===== src/rtl/kcl_pkg.sv =====
`default_nettype none
// ---------------------------------------------------------------------------
// kcl_pkg
// Shared types, codes and constants of the keypad code lock controller.
// ---------------------------------------------------------------------------
package kcl_pkg;

  // code length and derived widths
  localparam int CODE_DIGITS = 4;
  localparam int CNT_W       = $clog2(CODE_DIGITS + 1);

  // queue between front and back
  localparam int QUEUE_DEPTH = 2;
  localparam int QPTR_W      = (QUEUE_DEPTH > 1) ? $clog2(QUEUE_DEPTH) : 1;
  localparam int QCNT_W      = $clog2(QUEUE_DEPTH + 1);

  // configuration port
  localparam int ADDR_W = 5;
  localparam int DATA_W = 32;

  // configuration reset values
  localparam logic        RST_FSM_ENABLE   = 1'b1;
  localparam logic [15:0] RST_INIT_LOCK    = 16'd6000;
  localparam logic [15:0] RST_LOCK_CAP     = 16'd30000;
  localparam logic [1:0]  RST_MAX_WRONG    = 2'd3;
  localparam logic [15:0] RST_MSG_TICKS    = 16'd100;
  localparam logic [1:0]  WRONG_SAT        = 2'd3;

  // register indexes (paddr[4:2])
  localparam logic [2:0] REG_FSM_ENABLE = 3'd0;
  localparam logic [2:0] REG_INIT_LOCK  = 3'd1;
  localparam logic [2:0] REG_LOCK_CAP   = 3'd2;
  localparam logic [2:0] REG_MAX_WRONG  = 3'd3;
  localparam logic [2:0] REG_MSG_TICKS  = 3'd4;

  // raw key codes
  localparam logic [3:0] KEY_STAR_CODE = 4'd10;
  localparam logic [3:0] KEY_HASH_CODE = 4'd11;
  localparam logic [3:0] KEY_MAX_DIGIT = 4'd9;

  typedef enum logic [1:0] {
    REQ_SERVICE = 2'd0,
    REQ_STOP    = 2'd1,
    REQ_SHOW    = 2'd2,
    REQ_NOP     = 2'd3
  } req_t;

  typedef enum logic [1:0] {
    KC_NONE  = 2'd0,
    KC_DIGIT = 2'd1,
    KC_STAR  = 2'd2,
    KC_HASH  = 2'd3
  } key_cls_t;

  typedef enum logic [1:0] {
    PH_INPUT  = 2'd0,
    PH_CHECK  = 2'd1,
    PH_LOCKED = 2'd2
  } phase_t;

  typedef enum logic [1:0] {
    MD_NORMAL  = 2'd0,
    MD_OLD     = 2'd1,
    MD_NEW     = 2'd2,
    MD_CONFIRM = 2'd3
  } mode_t;

  typedef enum logic [3:0] {
    MSG_NONE       = 4'd0,
    MSG_ENTER      = 4'd1,
    MSG_LOCK_ENDED = 4'd2,
    MSG_OLD_PROMPT = 4'd3,
    MSG_CANCELLED  = 4'd4,
    MSG_DOOR_OPEN  = 4'd5,
    MSG_GRANTED    = 4'd6,
    MSG_WRONG      = 4'd7,
    MSG_LOCKED     = 4'd8,
    MSG_NEW_PROMPT = 4'd9,
    MSG_WRONG_OLD  = 4'd10,
    MSG_CONFIRM    = 4'd11,
    MSG_CHANGED    = 4'd12,
    MSG_MISMATCH   = 4'd13
  } msg_t;

  typedef logic [CODE_DIGITS-1:0][3:0] code_t;

  // classified request as it sits in the queue
  typedef struct packed {
    req_t       req;
    key_cls_t   cls;
    logic [3:0] digit;
    logic       door;
    logic       tick;
  } item_t;

  // configuration seen by the back part
  typedef struct packed {
    logic        fsm_enable;
    logic [15:0] init_lock;
    logic [15:0] lock_cap;
    logic [1:0]  max_wrong;
    logic [15:0] msg_ticks;
  } cfg_t;

  // stored code after reset: digit i is (i+1) mod 10
  function automatic code_t reset_code();
    code_t c;
    for (int i = 0; i < CODE_DIGITS; i++) begin
      c[i] = 4'((i + 1) % 10);
    end
    return c;
  endfunction

endpackage
`default_nettype wire


===== src/rtl/kcl_front.sv =====
`default_nettype none
// ---------------------------------------------------------------------------
// kcl_front
// Input side: takes request beats and classifies request and key.
// ---------------------------------------------------------------------------
module kcl_front import kcl_pkg::*; (
  input  wire logic       in_valid,
  output logic            in_stall,
  input  wire logic [1:0] in_req_type,
  input  wire logic [3:0] in_key_code,
  input  wire logic       in_door_open,
  input  wire logic       in_tick,
  input  wire logic       q_full,
  output logic            q_push,
  output item_t           q_item
);

  // stall while the queue has no room
  assign in_stall = q_full;
  assign q_push   = in_valid && !q_full;

  // key class: codes twelve to fifteen count as no key
  always_comb begin
    q_item.req   = req_t'(in_req_type);
    q_item.digit = in_key_code;
    q_item.door  = in_door_open;
    q_item.tick  = in_tick;
    if (in_key_code <= KEY_MAX_DIGIT) begin
      q_item.cls = KC_DIGIT;
    end else if (in_key_code == KEY_STAR_CODE) begin
      q_item.cls = KC_STAR;
    end else if (in_key_code == KEY_HASH_CODE) begin
      q_item.cls = KC_HASH;
    end else begin
      q_item.cls = KC_NONE;
    end
  end

endmodule
`default_nettype wire


===== src/rtl/kcl_queue.sv =====
`default_nettype none
// ---------------------------------------------------------------------------
// kcl_queue
// Short register queue between the classifying front and the back part.
// ---------------------------------------------------------------------------
module kcl_queue import kcl_pkg::*; (
  input  wire logic  clk,
  input  wire logic  rst_n,
  input  wire logic  push,
  input  wire item_t push_item,
  output logic       full,
  input  wire logic  pop,
  output item_t      pop_item,
  output logic       empty
);

  item_t              slot_r [QUEUE_DEPTH];
  logic [QPTR_W-1:0]  wr_ptr_r, wr_ptr_nxt;
  logic [QPTR_W-1:0]  rd_ptr_r, rd_ptr_nxt;
  logic [QCNT_W-1:0]  count_r, count_nxt;

  assign full     = (count_r == QCNT_W'(QUEUE_DEPTH));
  assign empty    = (count_r == '0);
  assign pop_item = slot_r[rd_ptr_r];

  // pointer and fill count update
  always_comb begin
    wr_ptr_nxt = wr_ptr_r;
    rd_ptr_nxt = rd_ptr_r;
    count_nxt  = count_r;
    if (push) begin
      wr_ptr_nxt = (wr_ptr_r == QPTR_W'(QUEUE_DEPTH - 1)) ? '0 : wr_ptr_r + 1'b1;
    end
    if (pop) begin
      rd_ptr_nxt = (rd_ptr_r == QPTR_W'(QUEUE_DEPTH - 1)) ? '0 : rd_ptr_r + 1'b1;
    end
    if (push && !pop) begin
      count_nxt = count_r + 1'b1;
    end else if (pop && !push) begin
      count_nxt = count_r - 1'b1;
    end
  end

  always_ff @(posedge clk) begin
    if (!rst_n) begin
      wr_ptr_r <= '0;
      rd_ptr_r <= '0;
      count_r  <= '0;
    end else begin
      wr_ptr_r <= wr_ptr_nxt;
      rd_ptr_r <= rd_ptr_nxt;
      count_r  <= count_nxt;
    end
  end

  // payload storage
  always_ff @(posedge clk) begin
    if (push) begin
      slot_r[wr_ptr_r] <= push_item;
    end
  end

endmodule
`default_nettype wire


===== src/rtl/kcl_core.sv =====
`default_nettype none
// ---------------------------------------------------------------------------
// kcl_core
// Back part: runs one request per cycle against the lock state unless
// out_stall holds the result beat that it keeps in an output register.
// ---------------------------------------------------------------------------
module kcl_core import kcl_pkg::*; (
  input  wire logic  clk,
  input  wire logic  rst_n,
  input  wire cfg_t  cfg,
  input  wire logic  q_empty,
  input  wire item_t q_item,
  output logic       q_pop,
  output logic       out_valid,
  input  wire logic  out_stall,
  output logic       out_access_granted,
  output logic       out_locked_out,
  output logic       out_intruder_alarm,
  output logic [2:0] out_digits_shown,
  output logic [3:0] out_message,
  output logic [1:0] out_entry_mode
);

  // lock state
  code_t             stored_r, stored_nxt;
  code_t             entry_r, entry_nxt;
  code_t             cand_r, cand_nxt;
  logic [CNT_W-1:0]  count_r, count_nxt;
  phase_t            phase_r, phase_nxt;
  mode_t             mode_r, mode_nxt;
  logic              showing_r, showing_nxt;
  logic [1:0]        wrong_r, wrong_nxt;
  logic [16:0]       lock_len_r, lock_len_nxt;
  logic [16:0]       lock_rem_r, lock_rem_nxt;
  logic [15:0]       msg_rem_r, msg_rem_nxt;
  logic              alarm_r, alarm_nxt;
  logic              held_r, held_nxt;
  logic              clr_pend_r, clr_pend_nxt;
  logic              chg_pend_r, chg_pend_nxt;

  // result register
  logic              out_valid_r, out_valid_nxt;
  logic              granted_r;
  logic              locked_r;
  logic              alarm_out_r;
  logic [2:0]        shown_r;
  msg_t              message_r;
  mode_t             mode_out_r;
  msg_t              msg_c;
  logic              granted_c;

  // take a queued request when the result slot is free or being taken
  assign q_pop = !q_empty && (!out_valid_r || !out_stall);

  // one request against the state
  always_comb begin
    logic             go;
    logic             got_digit;
    logic             do_check;
    logic [16:0]      lr;
    logic [15:0]      mr;
    logic [1:0]       w;
    code_t            ent;
    logic [CNT_W-1:0] cnt;
    mode_t            md;

    go        = 1'b0;
    got_digit = 1'b0;
    do_check  = 1'b0;
    lr        = lock_rem_r;
    mr        = msg_rem_r;
    w         = wrong_r;
    ent       = entry_r;
    cnt       = count_r;
    md        = mode_r;

    stored_nxt   = stored_r;
    cand_nxt     = cand_r;
    phase_nxt    = phase_r;
    showing_nxt  = showing_r;
    lock_len_nxt = lock_len_r;
    lock_rem_nxt = lock_rem_r;
    msg_rem_nxt  = msg_rem_r;
    alarm_nxt    = alarm_r;
    held_nxt     = held_r;
    clr_pend_nxt = clr_pend_r;
    chg_pend_nxt = chg_pend_r;
    msg_c        = MSG_NONE;
    granted_c    = 1'b0;

    case (q_item.req)
      REQ_SERVICE: begin
        if (cfg.fsm_enable) begin
          if (showing_r) begin
            // message hold timer
            if (q_item.tick && mr != '0) begin
              mr = mr - 1'b1;
            end
            msg_rem_nxt = mr;
            if (mr == '0) begin
              showing_nxt = 1'b0;
              md          = MD_NORMAL;
              phase_nxt   = PH_INPUT;
              ent         = '0;
              cnt         = '0;
              msg_c       = MSG_ENTER;
            end
          end else begin
            go = 1'b1;
            // lockout timer
            if (phase_r == PH_LOCKED) begin
              if (q_item.tick && lr != '0) begin
                lr = lr - 1'b1;
              end
              lock_rem_nxt = lr;
              if (lr != '0) begin
                go = 1'b0;
              end else begin
                w         = '0;
                alarm_nxt = 1'b0;
                ent       = '0;
                cnt       = '0;
                msg_c     = MSG_LOCK_ENDED;
              end
            end
          end
          if (go) begin
            phase_nxt = PH_INPUT;
            // '#' from the previous step toggles code change
            if (chg_pend_r) begin
              chg_pend_nxt = 1'b0;
              if (md == MD_NORMAL) begin
                md    = MD_OLD;
                msg_c = MSG_OLD_PROMPT;
              end else begin
                md    = MD_NORMAL;
                msg_c = MSG_CANCELLED;
              end
              ent = '0;
              cnt = '0;
            end
            // '*' from the previous step clears the entry
            if (clr_pend_r) begin
              clr_pend_nxt = 1'b0;
              if (md != MD_NORMAL || !q_item.door) begin
                ent = '0;
                cnt = '0;
              end
            end
            // press edge detection
            if (q_item.cls != KC_NONE) begin
              if (!held_r) begin
                held_nxt = 1'b1;
                case (q_item.cls)
                  KC_DIGIT: got_digit    = 1'b1;
                  KC_STAR:  clr_pend_nxt = 1'b1;
                  KC_HASH:  chg_pend_nxt = 1'b1;
                  default:  got_digit    = 1'b0;
                endcase
              end
            end else begin
              held_nxt = 1'b0;
            end
            // digit shift into the entry
            if (got_digit) begin
              if (md != MD_NORMAL || !q_item.door) begin
                for (int i = 0; i < CODE_DIGITS - 1; i++) begin
                  ent[i] = ent[i+1];
                end
                ent[CODE_DIGITS-1] = q_item.digit;
                if (cnt < CNT_W'(CODE_DIGITS)) begin
                  cnt = cnt + 1'b1;
                end
                do_check = (cnt >= CNT_W'(CODE_DIGITS));
              end else begin
                msg_c = MSG_DOOR_OPEN;
              end
            end
            // full entry check
            if (do_check) begin
              phase_nxt = PH_CHECK;
              case (md)
                MD_NORMAL: begin
                  if (ent == stored_r) begin
                    granted_c    = 1'b1;
                    w            = '0;
                    lock_len_nxt = {1'b0, cfg.init_lock};
                    msg_c        = MSG_GRANTED;
                    phase_nxt    = PH_INPUT;
                  end else begin
                    if (w < WRONG_SAT) begin
                      w = w + 1'b1;
                    end
                    if (w >= cfg.max_wrong) begin
                      phase_nxt    = PH_LOCKED;
                      lock_rem_nxt = lock_len_r;
                      alarm_nxt    = 1'b1;
                      if (lock_len_r < {1'b0, cfg.lock_cap}) begin
                        lock_len_nxt = {lock_len_r[15:0], 1'b0};
                      end
                      msg_c = MSG_LOCKED;
                    end else begin
                      msg_c     = MSG_WRONG;
                      phase_nxt = PH_INPUT;
                    end
                  end
                  ent = '0;
                  cnt = '0;
                end
                MD_OLD: begin
                  if (ent == stored_r) begin
                    md        = MD_NEW;
                    phase_nxt = PH_INPUT;
                    msg_c     = MSG_NEW_PROMPT;
                    ent       = '0;
                    cnt       = '0;
                  end else begin
                    // entry stays full while the message is shown
                    msg_c       = MSG_WRONG_OLD;
                    showing_nxt = 1'b1;
                    msg_rem_nxt = cfg.msg_ticks;
                  end
                end
                MD_NEW: begin
                  cand_nxt  = ent;
                  md        = MD_CONFIRM;
                  phase_nxt = PH_INPUT;
                  msg_c     = MSG_CONFIRM;
                  ent       = '0;
                  cnt       = '0;
                end
                default: begin
                  if (ent == cand_r) begin
                    stored_nxt = cand_r;
                    msg_c      = MSG_CHANGED;
                  end else begin
                    msg_c = MSG_MISMATCH;
                  end
                  showing_nxt = 1'b1;
                  msg_rem_nxt = cfg.msg_ticks;
                end
              endcase
            end
          end
        end
      end
      REQ_STOP: begin
        alarm_nxt = 1'b0;
      end
      REQ_SHOW: begin
        if (phase_r != PH_LOCKED) begin
          ent   = '0;
          cnt   = '0;
          msg_c = MSG_ENTER;
        end
      end
      default: begin
        go = 1'b0;
      end
    endcase

    entry_nxt = ent;
    count_nxt = cnt;
    mode_nxt  = md;
    wrong_nxt = w;
  end

  // result slot holds until taken
  always_comb begin
    if (q_pop) begin
      out_valid_nxt = 1'b1;
    end else if (out_stall) begin
      out_valid_nxt = out_valid_r;
    end else begin
      out_valid_nxt = 1'b0;
    end
  end

  // control state
  always_ff @(posedge clk) begin
    if (!rst_n) begin
      stored_r    <= reset_code();
      entry_r     <= '0;
      count_r     <= '0;
      phase_r     <= PH_INPUT;
      mode_r      <= MD_NORMAL;
      showing_r   <= 1'b0;
      wrong_r     <= '0;
      lock_len_r  <= {1'b0, RST_INIT_LOCK};
      lock_rem_r  <= '0;
      msg_rem_r   <= '0;
      alarm_r     <= 1'b0;
      held_r      <= 1'b0;
      clr_pend_r  <= 1'b0;
      chg_pend_r  <= 1'b0;
      out_valid_r <= 1'b0;
    end else begin
      out_valid_r <= out_valid_nxt;
      if (q_pop) begin
        stored_r   <= stored_nxt;
        entry_r    <= entry_nxt;
        count_r    <= count_nxt;
        phase_r    <= phase_nxt;
        mode_r     <= mode_nxt;
        showing_r  <= showing_nxt;
        wrong_r    <= wrong_nxt;
        lock_len_r <= lock_len_nxt;
        lock_rem_r <= lock_rem_nxt;
        msg_rem_r  <= msg_rem_nxt;
        alarm_r    <= alarm_nxt;
        held_r     <= held_nxt;
        clr_pend_r <= clr_pend_nxt;
        chg_pend_r <= chg_pend_nxt;
      end
    end
  end

  // candidate code and result payload
  always_ff @(posedge clk) begin
    if (q_pop) begin
      cand_r      <= cand_nxt;
      granted_r   <= granted_c;
      locked_r    <= (phase_nxt == PH_LOCKED);
      alarm_out_r <= alarm_nxt;
      shown_r     <= 3'(count_nxt);
      message_r   <= msg_c;
      mode_out_r  <= mode_nxt;
    end
  end

  assign out_valid          = out_valid_r;
  assign out_access_granted = granted_r;
  assign out_locked_out     = locked_r;
  assign out_intruder_alarm = alarm_out_r;
  assign out_digits_shown   = shown_r;
  assign out_message        = message_r;
  assign out_entry_mode     = mode_out_r;

  // lockout only starts from normal mode with no message up
  a_lock_normal: assert property (@(posedge clk) disable iff (!rst_n)
    phase_r == PH_LOCKED |-> mode_r == MD_NORMAL && !showing_r)
    else $error("lockout outside normal mode");

  // entry never holds more digits than the code
  a_count_range: assert property (@(posedge clk) disable iff (!rst_n)
    count_r <= CNT_W'(CODE_DIGITS))
    else $error("entry count out of range");

  // a grant is never reported together with lockout or change mode
  a_grant_clean: assert property (@(posedge clk) disable iff (!rst_n)
    out_valid_r && granted_r |-> !locked_r && mode_out_r == MD_NORMAL)
    else $error("grant with lockout or change mode");

  // a popped request always produces a result beat
  a_pop_result: assert property (@(posedge clk) disable iff (!rst_n)
    q_pop |=> out_valid_r)
    else $error("request popped without result");

endmodule
`default_nettype wire


===== src/rtl/keypad_code_lock_controller.sv =====
`default_nettype none
// ---------------------------------------------------------------------------
// keypad_code_lock_controller
// Keypad code lock: press detection, code entry and check, code change,
// wrong-try lockout with alarm, tick-driven lock and message timers.
//
// Usage:
//   Request beats arrive on in_* (valid/stall); each one yields exactly one
//   result beat on out_* (access pulse, lockout, alarm, digits shown,
//   message code, entry mode).
//   A front stage classifies request and key and pushes into a two-entry
//   queue; the back part runs one request per cycle while out_stall is low
//   against the lock state and writes the result into an output register.
//   Throughput: one beat per cycle while out_stall is low. An accepted beat is
//   registered in the queue, then popped into the result register, where
//   out_stall can hold it.
//   When out_stall is high the result register holds, the queue fills and
//   in_stall rises once both queue entries are taken.
//   pready is always high. Registers are written at byte address 4*i of the
//   APB-style port, by the user only while idle; the block does not check it.
//   Reset (rst_n low, synchronous) restores the configuration defaults,
//   the stored code 1,2,3,4, an empty entry and normal mode.
// ---------------------------------------------------------------------------
module keypad_code_lock_controller import kcl_pkg::*; (
  input  wire logic              clk,
  input  wire logic              rst_n,
  // request channel
  input  wire logic              in_valid,
  output logic                   in_stall,
  input  wire logic [1:0]        in_req_type,
  input  wire logic [3:0]        in_key_code,
  input  wire logic              in_door_open,
  input  wire logic              in_tick,
  // result channel
  output logic                   out_valid,
  input  wire logic              out_stall,
  output logic                   out_access_granted,
  output logic                   out_locked_out,
  output logic                   out_intruder_alarm,
  output logic [2:0]             out_digits_shown,
  output logic [3:0]             out_message,
  output logic [1:0]             out_entry_mode,
  // configuration port
  input  wire logic              psel,
  input  wire logic              penable,
  input  wire logic              pwrite,
  input  wire logic [ADDR_W-1:0] paddr,
  input  wire logic [DATA_W-1:0] pwdata,
  output logic [DATA_W-1:0]      prdata,
  output logic                   pready
);

  cfg_t        cfg_r;
  logic        wr_en;
  logic [2:0]  reg_idx;
  logic        q_full;
  logic        q_push;
  logic        q_pop;
  logic        q_empty;
  item_t       push_item;
  item_t       pop_item;

  // register file write
  assign pready  = 1'b1;
  assign wr_en   = psel && penable && pwrite;
  assign reg_idx = paddr[ADDR_W-1:2];

  always_ff @(posedge clk) begin
    if (!rst_n) begin
      cfg_r.fsm_enable <= RST_FSM_ENABLE;
      cfg_r.init_lock  <= RST_INIT_LOCK;
      cfg_r.lock_cap   <= RST_LOCK_CAP;
      cfg_r.max_wrong  <= RST_MAX_WRONG;
      cfg_r.msg_ticks  <= RST_MSG_TICKS;
    end else if (wr_en) begin
      case (reg_idx)
        REG_FSM_ENABLE: cfg_r.fsm_enable <= pwdata[0];
        REG_INIT_LOCK:  cfg_r.init_lock  <= pwdata[15:0];
        REG_LOCK_CAP:   cfg_r.lock_cap   <= pwdata[15:0];
        REG_MAX_WRONG:  cfg_r.max_wrong  <= pwdata[1:0];
        REG_MSG_TICKS:  cfg_r.msg_ticks  <= pwdata[15:0];
        default:        cfg_r            <= cfg_r;
      endcase
    end
  end

  // register file read
  always_comb begin
    case (reg_idx)
      REG_FSM_ENABLE: prdata = {{(DATA_W-1){1'b0}}, cfg_r.fsm_enable};
      REG_INIT_LOCK:  prdata = {{(DATA_W-16){1'b0}}, cfg_r.init_lock};
      REG_LOCK_CAP:   prdata = {{(DATA_W-16){1'b0}}, cfg_r.lock_cap};
      REG_MAX_WRONG:  prdata = {{(DATA_W-2){1'b0}}, cfg_r.max_wrong};
      REG_MSG_TICKS:  prdata = {{(DATA_W-16){1'b0}}, cfg_r.msg_ticks};
      default:        prdata = '0;
    endcase
  end

  // front: accept and classify
  kcl_front u_front (
    .in_valid     (in_valid),
    .in_stall     (in_stall),
    .in_req_type  (in_req_type),
    .in_key_code  (in_key_code),
    .in_door_open (in_door_open),
    .in_tick      (in_tick),
    .q_full       (q_full),
    .q_push       (q_push),
    .q_item       (push_item)
  );

  // queue between the two sides
  kcl_queue u_queue (
    .clk       (clk),
    .rst_n     (rst_n),
    .push      (q_push),
    .push_item (push_item),
    .full      (q_full),
    .pop       (q_pop),
    .pop_item  (pop_item),
    .empty     (q_empty)
  );

  // back: lock state and result register
  kcl_core u_core (
    .clk                (clk),
    .rst_n              (rst_n),
    .cfg                (cfg_r),
    .q_empty            (q_empty),
    .q_item             (pop_item),
    .q_pop              (q_pop),
    .out_valid          (out_valid),
    .out_stall          (out_stall),
    .out_access_granted (out_access_granted),
    .out_locked_out     (out_locked_out),
    .out_intruder_alarm (out_intruder_alarm),
    .out_digits_shown   (out_digits_shown),
    .out_message        (out_message),
    .out_entry_mode     (out_entry_mode)
  );

endmodule
`default_nettype wire


===== config.mk =====
export PLATFORM = sky130hd
export DESIGN_NAME = keypad_code_lock_controller
export DESIGN_NICKNAME = d
export VERILOG_FILES = /design/src/rtl/kcl_pkg.sv /design/src/rtl/kcl_front.sv /design/src/rtl/kcl_queue.sv /design/src/rtl/kcl_core.sv /design/src/rtl/keypad_code_lock_controller.sv
export SDC_FILE = /design/constraint.sdc
export NUM_CORES = 1
export LEC_CHECK = 0
export ABC_AREA = 1
export BUFFER_PORTS_ARGS = -buffer_cell sky130_fd_sc_hd__buf_2
export CAP_MARGIN = 20
export CORE_UTILIZATION = 35
export DETAILED_ROUTE_END_ITERATION = 10
export PLACE_DENSITY = 0.51
export SETUP_SLACK_MARGIN = 0.4
export SLEW_MARGIN = 20
export SYNTH_ARGS = -nofsm -noshare
export SYNTH_HDL_FRONTEND = slang
export SYNTH_HIERARCHICAL = 1
export SYNTH_SLANG_ARGS = --single-unit

===== constraint.sdc =====
create_clock -name clk -period 6.5 [get_ports clk]
set_clock_uncertainty 0.05 [all_clocks]
set_input_delay 0.975 -clock clk [delete_from_list [all_inputs] [get_ports clk]]
set_output_delay 0.975 -clock clk [all_outputs]
set_load 0.01 [all_outputs]

==> qor.yml <==
grt:
  track_usage: 0.202
  grt_pass1_wl_um: 62500
  grt_antenna_before_repair: 0
  grt_max_degree: 72
  first_global_vias: 11800
  gr-total-overflow: 0
timing:
  rsz0062_at_grt: "no"
  tightest_slew_ps: 967
  report.final.slew_viol_count: 0
  setup_viol: 0
  max_freq_mhz: 180
  max_slew_margin: 0.353
  period_needed_ps: 5540
  setup_tns_ps: 0
  finalCritPeriodShare: 0.853
  final_hold_viol_count: 0
final_layout:
  final_cells: 2519
  nFillCells: 3912
  finalNetCount: 2109
  seq_area_um2: 4500
  utilization: 0.399
  drive_gt1_frac: 0.121
  area_growth_pct: 11.8
  antenna_cells: 0
  multi_input_area_um2: 7430
  finalInstanceArea_um2: 14700
power_and_ir_drop:
  peakVddDrop_v: 0.000200
  intPower_mw: 2.98
  p_seq_frac: 0.302
  p_per_area_nw_per_um2: 337
  p_sw_mw: 1.96
  switching_share: 0.397
  cellLeakagePower_nw: 6.88
  comb_power_share: 0.380
  clkPwrFrac: 0.318
logic_synthesis:
  synth.distinct_cells: 54
  netlist_area_um2: 13100
  synth_ff_type: "dfxtp_1"
  synth_area_leaders: "dfxtp_1 23%, nand2_1 19%, edfxtp_1 11%"
  synthTopCellsByCount: "676 x nand2_1, 237 x nor2_1, 192 x nand3_1, 158 x inv_1, 153 x dfxtp_1"
  syn_avg_cell_area_um2: 6.52
  synthArstFlopShare: 0
  synth_most_common_cell: "nand2_1"
  synth-seq-cells: 201
  synth_seq_area_share: 0.344
  synth_cells: 2009
  synth_top_area_frac: 0.234
  synth_top_cell_by_area: "dfxtp_1"
  yosysWarnings: 6
  synth_enable_flop_cells: 48
critical_path:
  max_stage_delay_ps: 340
  startpoint_type: "flop"
  cpMostUsedCell: "nand2_1"
  worstPathMaxFanout: 17
  worst_ep_arrival_time_ps: 5790
  path_class: "flop to flop"
  slowest_stage: "dfxtp_1"
  end_kind: "flop"
  required_ps: 6740
clock_network:
  cts_root_buf: "clkbuf_16"
  clk_pin_slew_ps: 60
  cts_sinks: 201
  cts-htree-levels: 1
  cts_buffers: 27
  cts_tree: "yes"
  clock_latency_ps: 540
  cts.path.max_buffers: 3
  cts_hold_buf: 0
detailed_routing:
  drc: 0
  wl_um: 38900
  drt_iter0_drc: 702
  wl_met2_um: 18000
  met1_length_um: 18300
  vias: 12600
  drt_first_pass_iters: 5
  routed.top_layer: "met4"
  viasPerCell: 5.00
  ant_nets: 0
  met3_length_um: 1500
  wire_per_inst_um: 15.4
die:
  num_rows: 70
  die_w_um: 196
  pin_count: 99
  start_util: 0.357
  die_y_um: 196
  die_area_um2: 38200
  core_um2: 36700
placement:
  gp_congestion: 0.835
  dp.cells: 2468
  dpl.hpwl_um: 26800
  place_area_um2: 13600
  port_buffers: 63
flow_run:
  cap_violations: 0
run_status:
  outcome: "complete, no violations"
worst_hold_path:
  hp-class: "flop to flop"
## layer usage
metal	vias up	track usage
li1	6479	-
met5	-	0
met4	0	0.0604
met3	56	0.0218
met2	208	0.344
met1	5849	0.269
## worst paths after layout
path                        from                          to  slack [ps]  cells after the start
max          u_core/msg_rem_r[0]  u_core/out_digits_shown[1]         960                     35
max reg2reg  u_core/msg_rem_r[0]  u_core/out_digits_shown[1]         960                     35
min reg2reg    u_core/wrong_r[0]           u_core/wrong_r[0]         420                      2
min            u_core/wrong_r[0]           u_core/wrong_r[0]         420                      2
## sequential cells by signal, summed over array words and instances (netlist names), 3 cells and up, named ones only
signal	flops
cfg_r	51
u_core/out_message	4
u_core/cand_r	16
u_core/entry_r	16
u_core/out_digits_shown	3
u_core/lock_len_r	17
u_core/count_r	3
u_core/lock_rem_r	17
u_queue/slot_r	20
u_core/msg_rem_r	16
u_core/stored_r	16
## cells by family after synthesis
group / count (synthesis) / share of synthesized area
flip-flops: 201 / 0.344
multiplexers: 10 / 0.00859
buffers and inverters: 285 / 0.0999
AND/OR/NAND/NOR: 1232 / 0.414
AO/OA/AOI/OAI: 233 / 0.0946
other: 2 / 0.000573
adder cells (fa/ha/maj): 26 / 0.0248
XOR/XNOR: 20 / 0.0139
## stage by stage
step	hold WS, ps	total power, mW	worst slack [ps]
2_1_floorplan	395	2.90	804
3_3_place_gp	403	3.36	490
3_5_place_dp	416	3.38	463
4_1_cts	425	4.98	440
5_1_grt	444	5.28	389
6_report	419	4.94	959
## cell usage in the layout, fill, tap and decap left out, types with 5 or more instances in the layout
master,count
o21ai_1,13
a211oi_1,5
clkbuf_16,27
nand2_1,673
nand3_1,192
ha_1,25
dfxtp_1,153
xor2_1,16
mux2_2,10
inv_1,157
nand4_2,11
nand2_2,25
nor3_1,6
nor2_2,16
nor2_4,12
a21oi_1,137
nand3b_1,14
nand4_1,29
conb_1,17
nor2_1,235
buf_4,23
buf_2,63
o21ai_0,55
edfxtp_1,48
clkinvlp_4,5
inv_2,12
## layout make-up
class | count | area share
clock buffers | 34 | 0.0506
clock inverters | 15 | 0.0132
inverters | 174 | 0.0448
multi-input cells | 1538 | 0.507
flip-flops and latches | 201 | 0.307
well taps | 468 | 0.0400
repair buffers | 89 | 0.0370
## power by group through the flow
stage	Clock [mW]	Sequential [mW]	Combinational, mW
6_report	1.57	1.49	1.88
5_1_grt	1.67	1.50	2.11
4_1_cts	1.62	1.49	1.87
3_5_place_dp	0	1.52	1.86
3_3_place_gp	0	1.51	1.84
2_1_floorplan	0	1.52	1.39
## critical path, delay by kind of cell (launching register included)
family	cells	cell delay (ps)
AOI/OAI and AO/OA	4	600
adders and majority gates	2	490
buffers and inverters	5	570
and+or+nand+nor	24	3220
DFF	1	340
## what timing repair did
item                       4_1_cts  5_1_grt
buffers inserted                 0        2
setup endpoints to repair        0      105
resized for setup                0       17
Note: power is estimated with default switching activity, not from simulation.
